<file path="config.mk">
export PLATFORM = sky130hd
export DESIGN_NAME = battery_level_hysteresis_gauge_core_flat
export DESIGN_NICKNAME = d
export VERILOG_FILES = /design/src/sv/blhg_pkg.sv /design/src/sv/blhg_ifs.sv /design/src/sv/blhg_cfg_regs.sv /design/src/sv/blhg_accum.sv /design/src/sv/blhg_level.sv /design/src/sv/battery_level_hysteresis_gauge_core.sv /design/src/flat_wrapper.sv
export SDC_FILE = /design/constraint.sdc
export NUM_CORES = 1
export LEC_CHECK = 0
export BUFFER_PORTS_ARGS = -buffer_cell sky130_fd_sc_hd__buf_2
export CAP_MARGIN = 20
export CELL_PAD_IN_SITES_DETAIL_PLACEMENT = 0
export CELL_PAD_IN_SITES_GLOBAL_PLACEMENT = 1
export CORE_AREA = 2 2 184 186
export CTS_CLUSTER_DIAMETER = 30
export DETAILED_ROUTE_END_ITERATION = 8
export DIE_AREA = 0 0 186 188
export GPL_ROUTABILITY_DRIVEN = 0
export PLACE_DENSITY_LB_ADDON = 0.1
export SYNTH_ARGS = -nofsm -noshare
export SYNTH_HDL_FRONTEND = slang
export SYNTH_HIERARCHICAL = 1
export SYNTH_SLANG_ARGS = --single-unit
</file>
<file path="constraint.sdc">
create_clock -name i_clk -period 8.1 [get_ports i_clk]
set_input_delay 0.405 -clock i_clk [delete_from_list [all_inputs] [get_ports i_clk]]
set_output_delay 0.405 -clock i_clk [all_outputs]
set_load 0.1 [all_outputs]
</file>
<file path="src/sv/blhg_pkg.sv">
// shared types, constants and helpers of the battery level gauge
package blhg_pkg;

    // group size is a power of two, set through its log2 (0 to 6)
    localparam int SAMPLES_LOG2 = 3;
    localparam int SAMPLES      = 1 << SAMPLES_LOG2;

    localparam int SAMPLE_W  = 12;
    localparam int RATIO_W   = 10;
    localparam int MV_W      = 14;
    localparam int HYST_W    = 8;
    localparam int PCT_W     = 7;
    localparam int LVL_W     = 3;
    localparam int NUM_BOUNDS = 4;

    localparam int SUM_W   = SAMPLE_W + SAMPLES_LOG2;
    localparam int COUNT_W = (SAMPLES_LOG2 > 0) ? SAMPLES_LOG2 : 1;
    localparam int PROD_W  = SUM_W + RATIO_W;
    localparam int SHIFT   = SAMPLES_LOG2 + 8;

    localparam int CFG_IDX_W  = 3;
    localparam int CFG_DATA_W = 14;

    typedef logic [LVL_W-1:0] t_level;

    // register indexes of the configuration port
    typedef enum logic [CFG_IDX_W-1:0] {
        CFG_RATIO = 3'd0,
        CFG_THR1  = 3'd1,
        CFG_THR2  = 3'd2,
        CFG_THR3  = 3'd3,
        CFG_THR4  = 3'd4,
        CFG_HYST  = 3'd5
    } t_cfg_idx;

    localparam logic [RATIO_W-1:0] RATIO_RST = RATIO_W'(527);
    localparam logic [MV_W-1:0]    THR1_RST  = MV_W'(3000);
    localparam logic [MV_W-1:0]    THR2_RST  = MV_W'(3480);
    localparam logic [MV_W-1:0]    THR3_RST  = MV_W'(3620);
    localparam logic [MV_W-1:0]    THR4_RST  = MV_W'(3820);
    localparam logic [HYST_W-1:0]  HYST_RST  = HYST_W'(30);

    localparam t_level LVL_0 = 3'd0;
    localparam t_level LVL_1 = 3'd1;
    localparam t_level LVL_2 = 3'd2;
    localparam t_level LVL_3 = 3'd3;
    localparam t_level LVL_4 = 3'd4;

    typedef struct packed {
        logic [RATIO_W-1:0]                ratio;
        logic [NUM_BOUNDS-1:0][MV_W-1:0]   thr;
        logic [HYST_W-1:0]                 hyst;
    } t_cfg;

    // completed group handed from the accumulator to the level stage
    typedef struct packed {
        logic             valid;
        logic [SUM_W-1:0] sum;
    } t_grp;

    function automatic logic [PCT_W-1:0] level_to_pct(input t_level lvl);
        logic [PCT_W-1:0] pct;
        unique case (lvl)
            LVL_1:   pct = PCT_W'(25);
            LVL_2:   pct = PCT_W'(50);
            LVL_3:   pct = PCT_W'(75);
            LVL_4:   pct = PCT_W'(100);
            default: pct = '0;
        endcase
        return pct;
    endfunction

endpackage

</file>
<file path="src/sv/blhg_ifs.sv">
// valid/ready channel interfaces of the battery level gauge
interface blhg_in_if;
    logic                          valid;
    logic                          ready;
    logic [blhg_pkg::SAMPLE_W-1:0] sample_mv;

    modport source (output valid, output sample_mv, input ready);
    modport sink   (input valid, input sample_mv, output ready);
endinterface

interface blhg_out_if;
    logic                       valid;
    logic                       ready;
    logic [blhg_pkg::PCT_W-1:0] level_percent;
    logic [blhg_pkg::MV_W-1:0]  battery_mv;

    modport source (output valid, output level_percent, output battery_mv, input ready);
    modport sink   (input valid, input level_percent, input battery_mv, output ready);
endinterface

interface blhg_cfg_if;
    logic                            valid;
    logic                            ready;
    logic [blhg_pkg::CFG_IDX_W-1:0]  index;
    logic [blhg_pkg::CFG_DATA_W-1:0] data;

    modport source (output valid, output index, output data, input ready);
    modport sink   (input valid, input index, input data, output ready);
endinterface

</file>
<file path="src/sv/blhg_cfg_regs.sv">
// configuration register file of the battery level gauge
module blhg_cfg_regs (
    input  logic               i_clk,
    input  logic               i_rst_n,
    blhg_cfg_if.sink           i_cfg,
    output blhg_pkg::t_cfg     o_cfg
);

    blhg_pkg::t_cfg r_cfg;

    assign i_cfg.ready = 1'b1;
    assign o_cfg       = r_cfg;

    always_ff @(posedge i_clk) begin
        if (!i_rst_n) begin
            r_cfg.ratio  <= blhg_pkg::RATIO_RST;
            r_cfg.thr[0] <= blhg_pkg::THR1_RST;
            r_cfg.thr[1] <= blhg_pkg::THR2_RST;
            r_cfg.thr[2] <= blhg_pkg::THR3_RST;
            r_cfg.thr[3] <= blhg_pkg::THR4_RST;
            r_cfg.hyst   <= blhg_pkg::HYST_RST;
        end else if (i_cfg.valid) begin
            // unknown indexes are dropped
            unique case (i_cfg.index)
                blhg_pkg::CFG_RATIO: r_cfg.ratio  <= i_cfg.data[blhg_pkg::RATIO_W-1:0];
                blhg_pkg::CFG_THR1:  r_cfg.thr[0] <= i_cfg.data[blhg_pkg::MV_W-1:0];
                blhg_pkg::CFG_THR2:  r_cfg.thr[1] <= i_cfg.data[blhg_pkg::MV_W-1:0];
                blhg_pkg::CFG_THR3:  r_cfg.thr[2] <= i_cfg.data[blhg_pkg::MV_W-1:0];
                blhg_pkg::CFG_THR4:  r_cfg.thr[3] <= i_cfg.data[blhg_pkg::MV_W-1:0];
                blhg_pkg::CFG_HYST:  r_cfg.hyst   <= i_cfg.data[blhg_pkg::HYST_W-1:0];
                default: ;
            endcase
        end
    end

endmodule

</file>
<file path="src/sv/blhg_accum.sv">
// sample accumulator and group hand-off register
module blhg_accum (
    input  logic           i_clk,
    input  logic           i_rst_n,
    blhg_in_if.sink        i_in,
    input  logic           i_grp_ready,
    output blhg_pkg::t_grp o_grp
);

    logic [blhg_pkg::SUM_W-1:0]   r_sum;
    logic [blhg_pkg::COUNT_W-1:0] r_count;
    logic                         r_grp_valid;
    logic [blhg_pkg::SUM_W-1:0]   r_grp_sum;

    logic [blhg_pkg::SUM_W-1:0]   n_sum;
    logic                         w_last;
    logic                         w_accept;

    assign n_sum  = r_sum + blhg_pkg::SUM_W'(i_in.sample_mv);
    assign w_last = (r_count == blhg_pkg::COUNT_W'(blhg_pkg::SAMPLES - 1));

    // hand-off slot must be free or draining
    assign i_in.ready = !r_grp_valid || i_grp_ready;
    assign w_accept   = i_in.valid && i_in.ready;

    always_ff @(posedge i_clk) begin
        if (!i_rst_n) begin
            r_sum       <= '0;
            r_count     <= '0;
            r_grp_valid <= 1'b0;
        end else begin
            if (w_accept && w_last) begin
                r_sum       <= '0;
                r_count     <= '0;
                r_grp_valid <= 1'b1;
            end else begin
                if (w_accept) begin
                    r_sum   <= n_sum;
                    r_count <= r_count + blhg_pkg::COUNT_W'(1);
                end
                if (i_grp_ready) begin
                    r_grp_valid <= 1'b0;
                end
            end
        end
    end

    always_ff @(posedge i_clk) begin
        if (w_accept && w_last) begin
            r_grp_sum <= n_sum;
        end
    end

    assign o_grp.valid = r_grp_valid;
    assign o_grp.sum   = r_grp_sum;

endmodule

</file>
<file path="src/sv/blhg_level.sv">
// voltage scaling, level tracking and result register
module blhg_level (
    input  logic           i_clk,
    input  logic           i_rst_n,
    input  blhg_pkg::t_cfg i_cfg,
    input  blhg_pkg::t_grp i_grp,
    output logic           o_grp_ready,
    blhg_out_if.source     o_out
);

    logic                         r_out_valid;
    logic [blhg_pkg::PCT_W-1:0]   r_pct;
    logic [blhg_pkg::MV_W-1:0]    r_mv;
    logic                         r_known;
    blhg_pkg::t_level             r_level;

    logic [blhg_pkg::PROD_W-1:0]  w_prod;
    logic [blhg_pkg::MV_W-1:0]    w_mv;
    logic [blhg_pkg::MV_W:0]      w_up [blhg_pkg::NUM_BOUNDS];
    logic [blhg_pkg::NUM_BOUNDS-1:0] w_meet;
    logic [blhg_pkg::NUM_BOUNDS-1:0] w_rise;
    blhg_pkg::t_level             n_level;
    logic                         w_load;

    assign w_prod = blhg_pkg::PROD_W'(i_grp.sum) * blhg_pkg::PROD_W'(i_cfg.ratio);
    // never exceeds 16364, so the low 14 bits after the shift are exact
    assign w_mv   = w_prod[blhg_pkg::SHIFT +: blhg_pkg::MV_W];

    always_comb begin
        for (int i = 0; i < blhg_pkg::NUM_BOUNDS; i++) begin
            w_up[i]   = {1'b0, i_cfg.thr[i]} + (blhg_pkg::MV_W+1)'(i_cfg.hyst);
            w_meet[i] = (w_mv >= i_cfg.thr[i]);
            w_rise[i] = ({1'b0, w_mv} >= w_up[i]);
        end
    end

    always_comb begin
        n_level = r_level;
        if (!r_known) begin
            // highest boundary met wins
            priority if (w_meet[3]) n_level = blhg_pkg::LVL_4;
            else if (w_meet[2])    n_level = blhg_pkg::LVL_3;
            else if (w_meet[1])    n_level = blhg_pkg::LVL_2;
            else if (w_meet[0])    n_level = blhg_pkg::LVL_1;
            else                   n_level = blhg_pkg::LVL_0;
        end else begin
            // drop on lower boundary first, then rise on upper plus margin
            unique case (r_level)
                blhg_pkg::LVL_0: begin
                    if (w_rise[0]) n_level = blhg_pkg::LVL_1;
                end
                blhg_pkg::LVL_1: begin
                    if (!w_meet[0])    n_level = blhg_pkg::LVL_0;
                    else if (w_rise[1]) n_level = blhg_pkg::LVL_2;
                end
                blhg_pkg::LVL_2: begin
                    if (!w_meet[1])    n_level = blhg_pkg::LVL_1;
                    else if (w_rise[2]) n_level = blhg_pkg::LVL_3;
                end
                blhg_pkg::LVL_3: begin
                    if (!w_meet[2])    n_level = blhg_pkg::LVL_2;
                    else if (w_rise[3]) n_level = blhg_pkg::LVL_4;
                end
                blhg_pkg::LVL_4: begin
                    if (!w_meet[3]) n_level = blhg_pkg::LVL_3;
                end
                default: n_level = r_level;
            endcase
        end
    end

    assign o_grp_ready = !r_out_valid || o_out.ready;
    assign w_load      = i_grp.valid && o_grp_ready;

    always_ff @(posedge i_clk) begin
        if (!i_rst_n) begin
            r_out_valid <= 1'b0;
            r_known     <= 1'b0;
            r_level     <= blhg_pkg::LVL_0;
        end else begin
            if (w_load) begin
                r_out_valid <= 1'b1;
                r_known     <= 1'b1;
                r_level     <= n_level;
            end else if (o_out.ready) begin
                r_out_valid <= 1'b0;
            end
        end
    end

    always_ff @(posedge i_clk) begin
        if (w_load) begin
            r_pct <= blhg_pkg::level_to_pct(n_level);
            r_mv  <= w_mv;
        end
    end

    assign o_out.valid         = r_out_valid;
    assign o_out.level_percent = r_pct;
    assign o_out.battery_mv    = r_mv;

endmodule

</file>
<file path="src/sv/battery_level_hysteresis_gauge_core.sv">
// top level of the battery level gauge: accumulator, level stage, config registers
// throughput: one sample word per cycle, sustained while results are taken
// a group's result goes through the group hand-off register, then the result register
// the sample path stalls only when a finished group and a waiting result both block
// reset (synchronous, active low) empties the group sum, forgets the level and
// loads the default divider ratio, thresholds and hysteresis
module battery_level_hysteresis_gauge_core (
    input  logic       i_clk,
    input  logic       i_rst_n,
    blhg_in_if.sink    i_in,
    blhg_cfg_if.sink   i_cfg,
    blhg_out_if.source o_out
);

    // live configuration; the user is to write it only while idle, the block does not enforce this
    blhg_pkg::t_cfg w_cfg;
    // completed group sum waiting for the level stage
    blhg_pkg::t_grp w_grp;
    logic           w_grp_ready;

    blhg_cfg_regs u_cfg_regs (
        .i_clk   (i_clk),
        .i_rst_n (i_rst_n),
        .i_cfg   (i_cfg),
        .o_cfg   (w_cfg)
    );

    // sums each group of samples, hands the sum over in one register
    blhg_accum u_accum (
        .i_clk       (i_clk),
        .i_rst_n     (i_rst_n),
        .i_in        (i_in),
        .i_grp_ready (w_grp_ready),
        .o_grp       (w_grp)
    );

    // scale by the divider ratio, step the level, hold the result word
    blhg_level u_level (
        .i_clk       (i_clk),
        .i_rst_n     (i_rst_n),
        .i_cfg       (w_cfg),
        .i_grp       (w_grp),
        .o_grp_ready (w_grp_ready),
        .o_out       (o_out)
    );

    // a result only ever carries one of the five level steps
    a_pct_legal: assert property (@(posedge i_clk) disable iff (!i_rst_n)
        o_out.valid |-> (o_out.level_percent == 7'd0 || o_out.level_percent == 7'd25 ||
                         o_out.level_percent == 7'd50 || o_out.level_percent == 7'd75 ||
                         o_out.level_percent == 7'd100))
        else $error("illegal level percent");

    // a blocked group sum is held until the level stage takes it
    a_grp_hold: assert property (@(posedge i_clk) disable iff (!i_rst_n)
        w_grp.valid && !w_grp_ready |=> w_grp.valid && $stable(w_grp.sum))
        else $error("group sum lost while stalled");

    // the sample path only stalls behind a pending group
    a_in_stall: assert property (@(posedge i_clk) disable iff (!i_rst_n)
        !i_in.ready |-> w_grp.valid && o_out.valid && !o_out.ready)
        else $error("sample path stalled without cause");

    // a result word appears in the cycle after a group hand-off
    a_out_load: assert property (@(posedge i_clk) disable iff (!i_rst_n)
        w_grp.valid && w_grp_ready |=> o_out.valid)
        else $error("group taken but no result");

endmodule

</file>
<file path="src/flat_wrapper.sv">
// flat-port wrapper written by rule: the top's interface ports become plain ports
module battery_level_hysteresis_gauge_core_flat 
  (i_clk, i_rst_n, i_in_valid, i_in_sample_mv, i_in_ready, i_cfg_valid, i_cfg_index, i_cfg_data, i_cfg_ready, o_out_valid, o_out_level_percent, o_out_battery_mv, o_out_ready);
  blhg_in_if i_in_i ();
  blhg_cfg_if i_cfg_i ();
  blhg_out_if o_out_i ();
  input  logic i_clk;
  input  logic i_rst_n;
  input wire logic [$bits(i_in_i.valid)-1:0] i_in_valid;
  input wire logic [$bits(i_in_i.sample_mv)-1:0] i_in_sample_mv;
  output wire logic [$bits(i_in_i.ready)-1:0] i_in_ready;
  input wire logic [$bits(i_cfg_i.valid)-1:0] i_cfg_valid;
  input wire logic [$bits(i_cfg_i.index)-1:0] i_cfg_index;
  input wire logic [$bits(i_cfg_i.data)-1:0] i_cfg_data;
  output wire logic [$bits(i_cfg_i.ready)-1:0] i_cfg_ready;
  output wire logic [$bits(o_out_i.valid)-1:0] o_out_valid;
  output wire logic [$bits(o_out_i.level_percent)-1:0] o_out_level_percent;
  output wire logic [$bits(o_out_i.battery_mv)-1:0] o_out_battery_mv;
  input wire logic [$bits(o_out_i.ready)-1:0] o_out_ready;
  assign i_in_i.valid = i_in_valid;
  assign i_in_i.sample_mv = i_in_sample_mv;
  assign i_in_ready = i_in_i.ready;
  assign i_cfg_i.valid = i_cfg_valid;
  assign i_cfg_i.index = i_cfg_index;
  assign i_cfg_i.data = i_cfg_data;
  assign i_cfg_ready = i_cfg_i.ready;
  assign o_out_valid = o_out_i.valid;
  assign o_out_level_percent = o_out_i.level_percent;
  assign o_out_battery_mv = o_out_i.battery_mv;
  assign o_out_i.ready = o_out_ready;
  battery_level_hysteresis_gauge_core u_core (.i_clk(i_clk), .i_rst_n(i_rst_n), .i_in(i_in_i), .i_cfg(i_cfg_i), .o_out(o_out_i));
endmodule
</file>
==> results_dict.tcl <==
set metrics [dict create \
    placed_area_um2 15600 \
    yosysSeqAreaShare_pct 20.6 \
    critPathBufInv 2 \
    cts_tree "built" \
    crit_required_ps 8400 \
    timing.rr.end "u_core/u_level/o_out.level_percent[5]" \
    drtIter0Drc 661 \
    htreeDepth 4 \
    die_h_um 188 \
    diodes 0 \
    cts_inserted_buffers 17 \
    crit_top_cell "fa_1" \
    via_count 11200 \
    clk_latency_ps 450 \
    rsz0062_at_grt "true" \
    wl_mm 37.6 \
    fmax_mhz 127 \
    rows 67 \
    status "finished clean" \
    startpoint_type "flip-flop" \
    clkTransAtPathRegs_ps 70 \
    port_buffers 56 \
    dpl.hpwl_mm 29.8 \
    dieWidth_um 186 \
    fillerInstances 3158 \
    cpPeakStageDelay_ps 590 \
    slew_headroom_pct 28.4 \
    end_kind "flip-flop" \
    synth_enable_flop_cells 35 \
    core_um2 33100 \
    worstMarginPinSlew_ps 1070 \
    synth_area_per_cell_um2 9.10 \
    start_util_pct 44.1 \
    final_cell_area_um2 16700 \
    synthCells 1606 \
    r2r_start "u_core/u_accum/r_grp_sum[5]" \
    hold-path-endpoint "u_core/u_cfg_regs/o_cfg[31]" \
    grt_pass1_wl_mm 60.6 \
    crit_fanout 8 \
    rrSetupSlack_ps 210 \
    cp.arrival_ps 8190 \
    antenna_found_initial 1 \
    ctsRootBufferMaster "clkbuf_16" \
    fin_util_pct 50.4 \
    finalPower_mw 3.23 \
    ant_nets 0 \
    yosys_warnings 6 \
    yosysTopAreaCellShare_pct 17.2 \
    wl_per_cell_um 17.3 \
    ir_drop_v 0.000204 \
    period_share_pct 97.4 \
    multi_input_area_um2 10900 \
    drv_cap 0 \
    drv_slew 0 \
    grt_pass1_vias 11100 \
    nNetsFinal 2050 \
    areaGrowthSynthToFinish_pct 14.3 \
    power_leakage_nw 8.14 \
    synthTopCellsByArea "ha_1, fa_1, dfxtp_1" \
    synth-seq-cells 133 \
    r2r_cells 28 \
    path_class "reg2reg" \
    power-per-cell-area_nw_per_um2 193 \
    clockBufferDepth 2 \
    yosysUniqueCellTypes 102 \
    boundaryPins 58 \
    hold_depth 3 \
    hold_path.class "in2reg" \
    grt_max_degree 40 \
    hold_viol 0 \
    seq_area_um2 3020 \
    finalClockSkew_ps 13.4 \
    die_area_um2 35000 \
    avgViaCountPerCell 5.18 \
    cts.sinks 133 \
    fin_crit_ps 7890 \
    crit_slowest_cell "fa_1" \
    track_usage_pct 22.5 \
    syn-cell-area_um2 14600 \
    synth_area_leader_cell "ha_1" \
    drive_gt1_share_pct 16.6 \
    syn_nets 1947 \
    grt-ovfl-total 0 \
    drc 0 \
    firstDrtPassIters 5 \
    finalSetupViolCount 0 \
    ys_async_sr_fraction_pct 0 \
    ys_dominant_reg_cell "dfxtp_1" \
    hp-start "i_cfg_data[9]" \
    cp_top_family "adder cells" \
]
## sequential cells by signal, indices dropped and copies added, names as in the netlist
signal	count
u_core/u_cfg_regs/o_cfg	74
u_core/u_accum/r_grp_sum	15
u_core/u_accum/r_sum	15
u_core/u_level/o_out.battery_mv	14
u_core/u_level/o_out.level_percent	6
u_core/u_accum/r_count	3
u_core/u_level/r_level	3
u_core/u_accum/r_grp_valid	1
u_core/u_level/o_out.valid	1
u_core/u_level/r_known	1
## layer usage
layer / routed length, um / share of wire [%] / global-route usage (%)
met4: 316 / 0.84 / 4.15
met1: 19200 / 51 / 33.5
met2: 17000 / 45 / 34.7
met5: 0 / 0 / 0
met3: 1170 / 3.1 / 3.11
## Yosys cell counts (5+ instances only)
master,number
and2_1,77
nor2b_1,61
and2_2,6
o21a_1,10
fa_1,106
clkbuf_1,36
nand3_1,26
nand2_1,190
nor3_1,20
o211ai_1,11
a31o_2,5
xnor2_1,56
and3_1,9
a21o_1,32
ha_1,201
mux2i_1,79
and4_1,6
dfxtp_1,98
or3_1,5
o21ai_0,31
o21bai_1,11
o2111ai_1,5
nor2_1,52
nand4_1,16
a31oi_1,12
inv_1,183
buf_2,9
a2111oi_0,6
buf_4,6
xor2_1,15
a211oi_1,7
edfxtp_1,35
a21oi_1,69
nand2b_1,10
## power breakdown
part	internal, mW	total (mW)	switching [mW]
Sequential	0.719	0.737	0.0180
Clock	0.425	0.763	0.338
Combinational	0.769	1.73	0.959
## area by class of cell
cell class              count  share of cell area (%)
well taps                 448                    3.36
clock buffers              18                    2.57
multi-input cells        1233                    65.4
repair buffers            141                    5.75
clock inverters            14                   0.749
flip-flops and latches    133                    18.1
inverters                 183                    4.11
## layout by cell type, fill, tap and decap left out, drive strengths merged, types with 5 or more instances in the layout
| cell | Yosys | routed |
|---|---|---|
| ha | 201 | 201 |
| nand2 | 191 | 191 |
| inv | 183 | 189 |
| buf | 18 | 141 |
| fa | 106 | 106 |
| dfxtp | 98 | 98 |
| and2 | 84 | 84 |
| mux2i | 80 | 80 |
| a21oi | 73 | 73 |
| nor2b | 61 | 61 |
| xnor2 | 56 | 56 |
| nor2 | 52 | 52 |
| o21ai | 37 | 37 |
| edfxtp | 35 | 35 |
| a21o | 34 | 34 |
| nand3 | 26 | 26 |
| nor3 | 21 | 21 |
| clkbuf | 39 | 18 |
| nand4 | 16 | 16 |
| xor2 | 16 | 16 |
| a31oi | 12 | 12 |
| o211ai | 12 | 12 |
| o21bai | 11 | 11 |
| nand2b | 10 | 10 |
| o21a | 10 | 10 |
| and3 | 10 | 10 |
| a211oi | 9 | 9 |
| and4 | 8 | 8 |
| clkinv | 0 | 7 |
| a2111oi | 7 | 7 |
| a31o | 5 | 5 |
| o2111ai | 5 | 5 |
| or3 | 5 | 5 |
| or2 | 5 | 5 |
| maj3 | 5 | 5 |
| a21boi | 5 | 5 |
## kinds of logic (layout without fill, tap and decap cells)
logic type,count (synthesis),count (layout),synth area share [%]
simple gates,505,505,17.7
buf+inv,240,356,6.71
flops,133,133,20.6
fa+ha+maj,312,312,32.1
other cells,1,1,0.0257
xor+xnor,72,72,4.37
mux,80,80,5.57
compound gates,263,263,12.9
## worst reg2reg max path, delay by kind of cell (launching register included)
kind / cells / cell delay, ps
fa+ha+maj: 8 / 3290
flops: 1 / 540
simple gates: 3 / 620
buf+inv: 2 / 100
compound gates: 14 / 3080
xor+xnor: 1 / 110
## per-stage QoR
stage | TNS [ps] | worst slack, ps | instances | hold WS, ps
floorplan | 0 | 201 | 1606 | 439
global placement | 0 | 30.2 | 2114 | 446
detailed placement | -89.9 | -41.0 | 2114 | 453
CTS | 0 | 10.5 | 2151 | 189
global route | -206 | -59.6 | 2170 | 206
finish | 0 | 211 | 2170 | 212
## what timing repair did
action	CTS	global route
pin swaps	2	57
setup buffers	5	19
setup endpoints to repair	4	9
hold endpoints to repair	0	0
gates resized for setup	4	87
hold buffers	0	0
## how the worst max path moves through the flow
stage	from	end	slack (ps)	cells past startpoint
2_1_floorplan	u_core/u_cfg_regs/o_cfg[66]	u_core/u_level/o_out.level_percent[5]	200	31
3_3_place_gp	u_core/u_accum/r_grp_sum[6]	u_core/u_level/o_out.level_percent[5]	30	28
3_5_place_dp	u_core/u_accum/r_grp_sum[6]	u_core/u_level/o_out.level_percent[5]	-40	28
4_1_cts	u_core/u_accum/r_grp_sum[5]	u_core/u_level/o_out.level_percent[4]	10	31
5_1_grt	u_core/u_accum/r_grp_sum[5]	u_core/u_level/o_out.level_percent[4]	-60	32
6_report	u_core/u_accum/r_grp_sum[5]	u_core/u_level/o_out.level_percent[5]	210	28
Power figures use the tool's default switching activity.
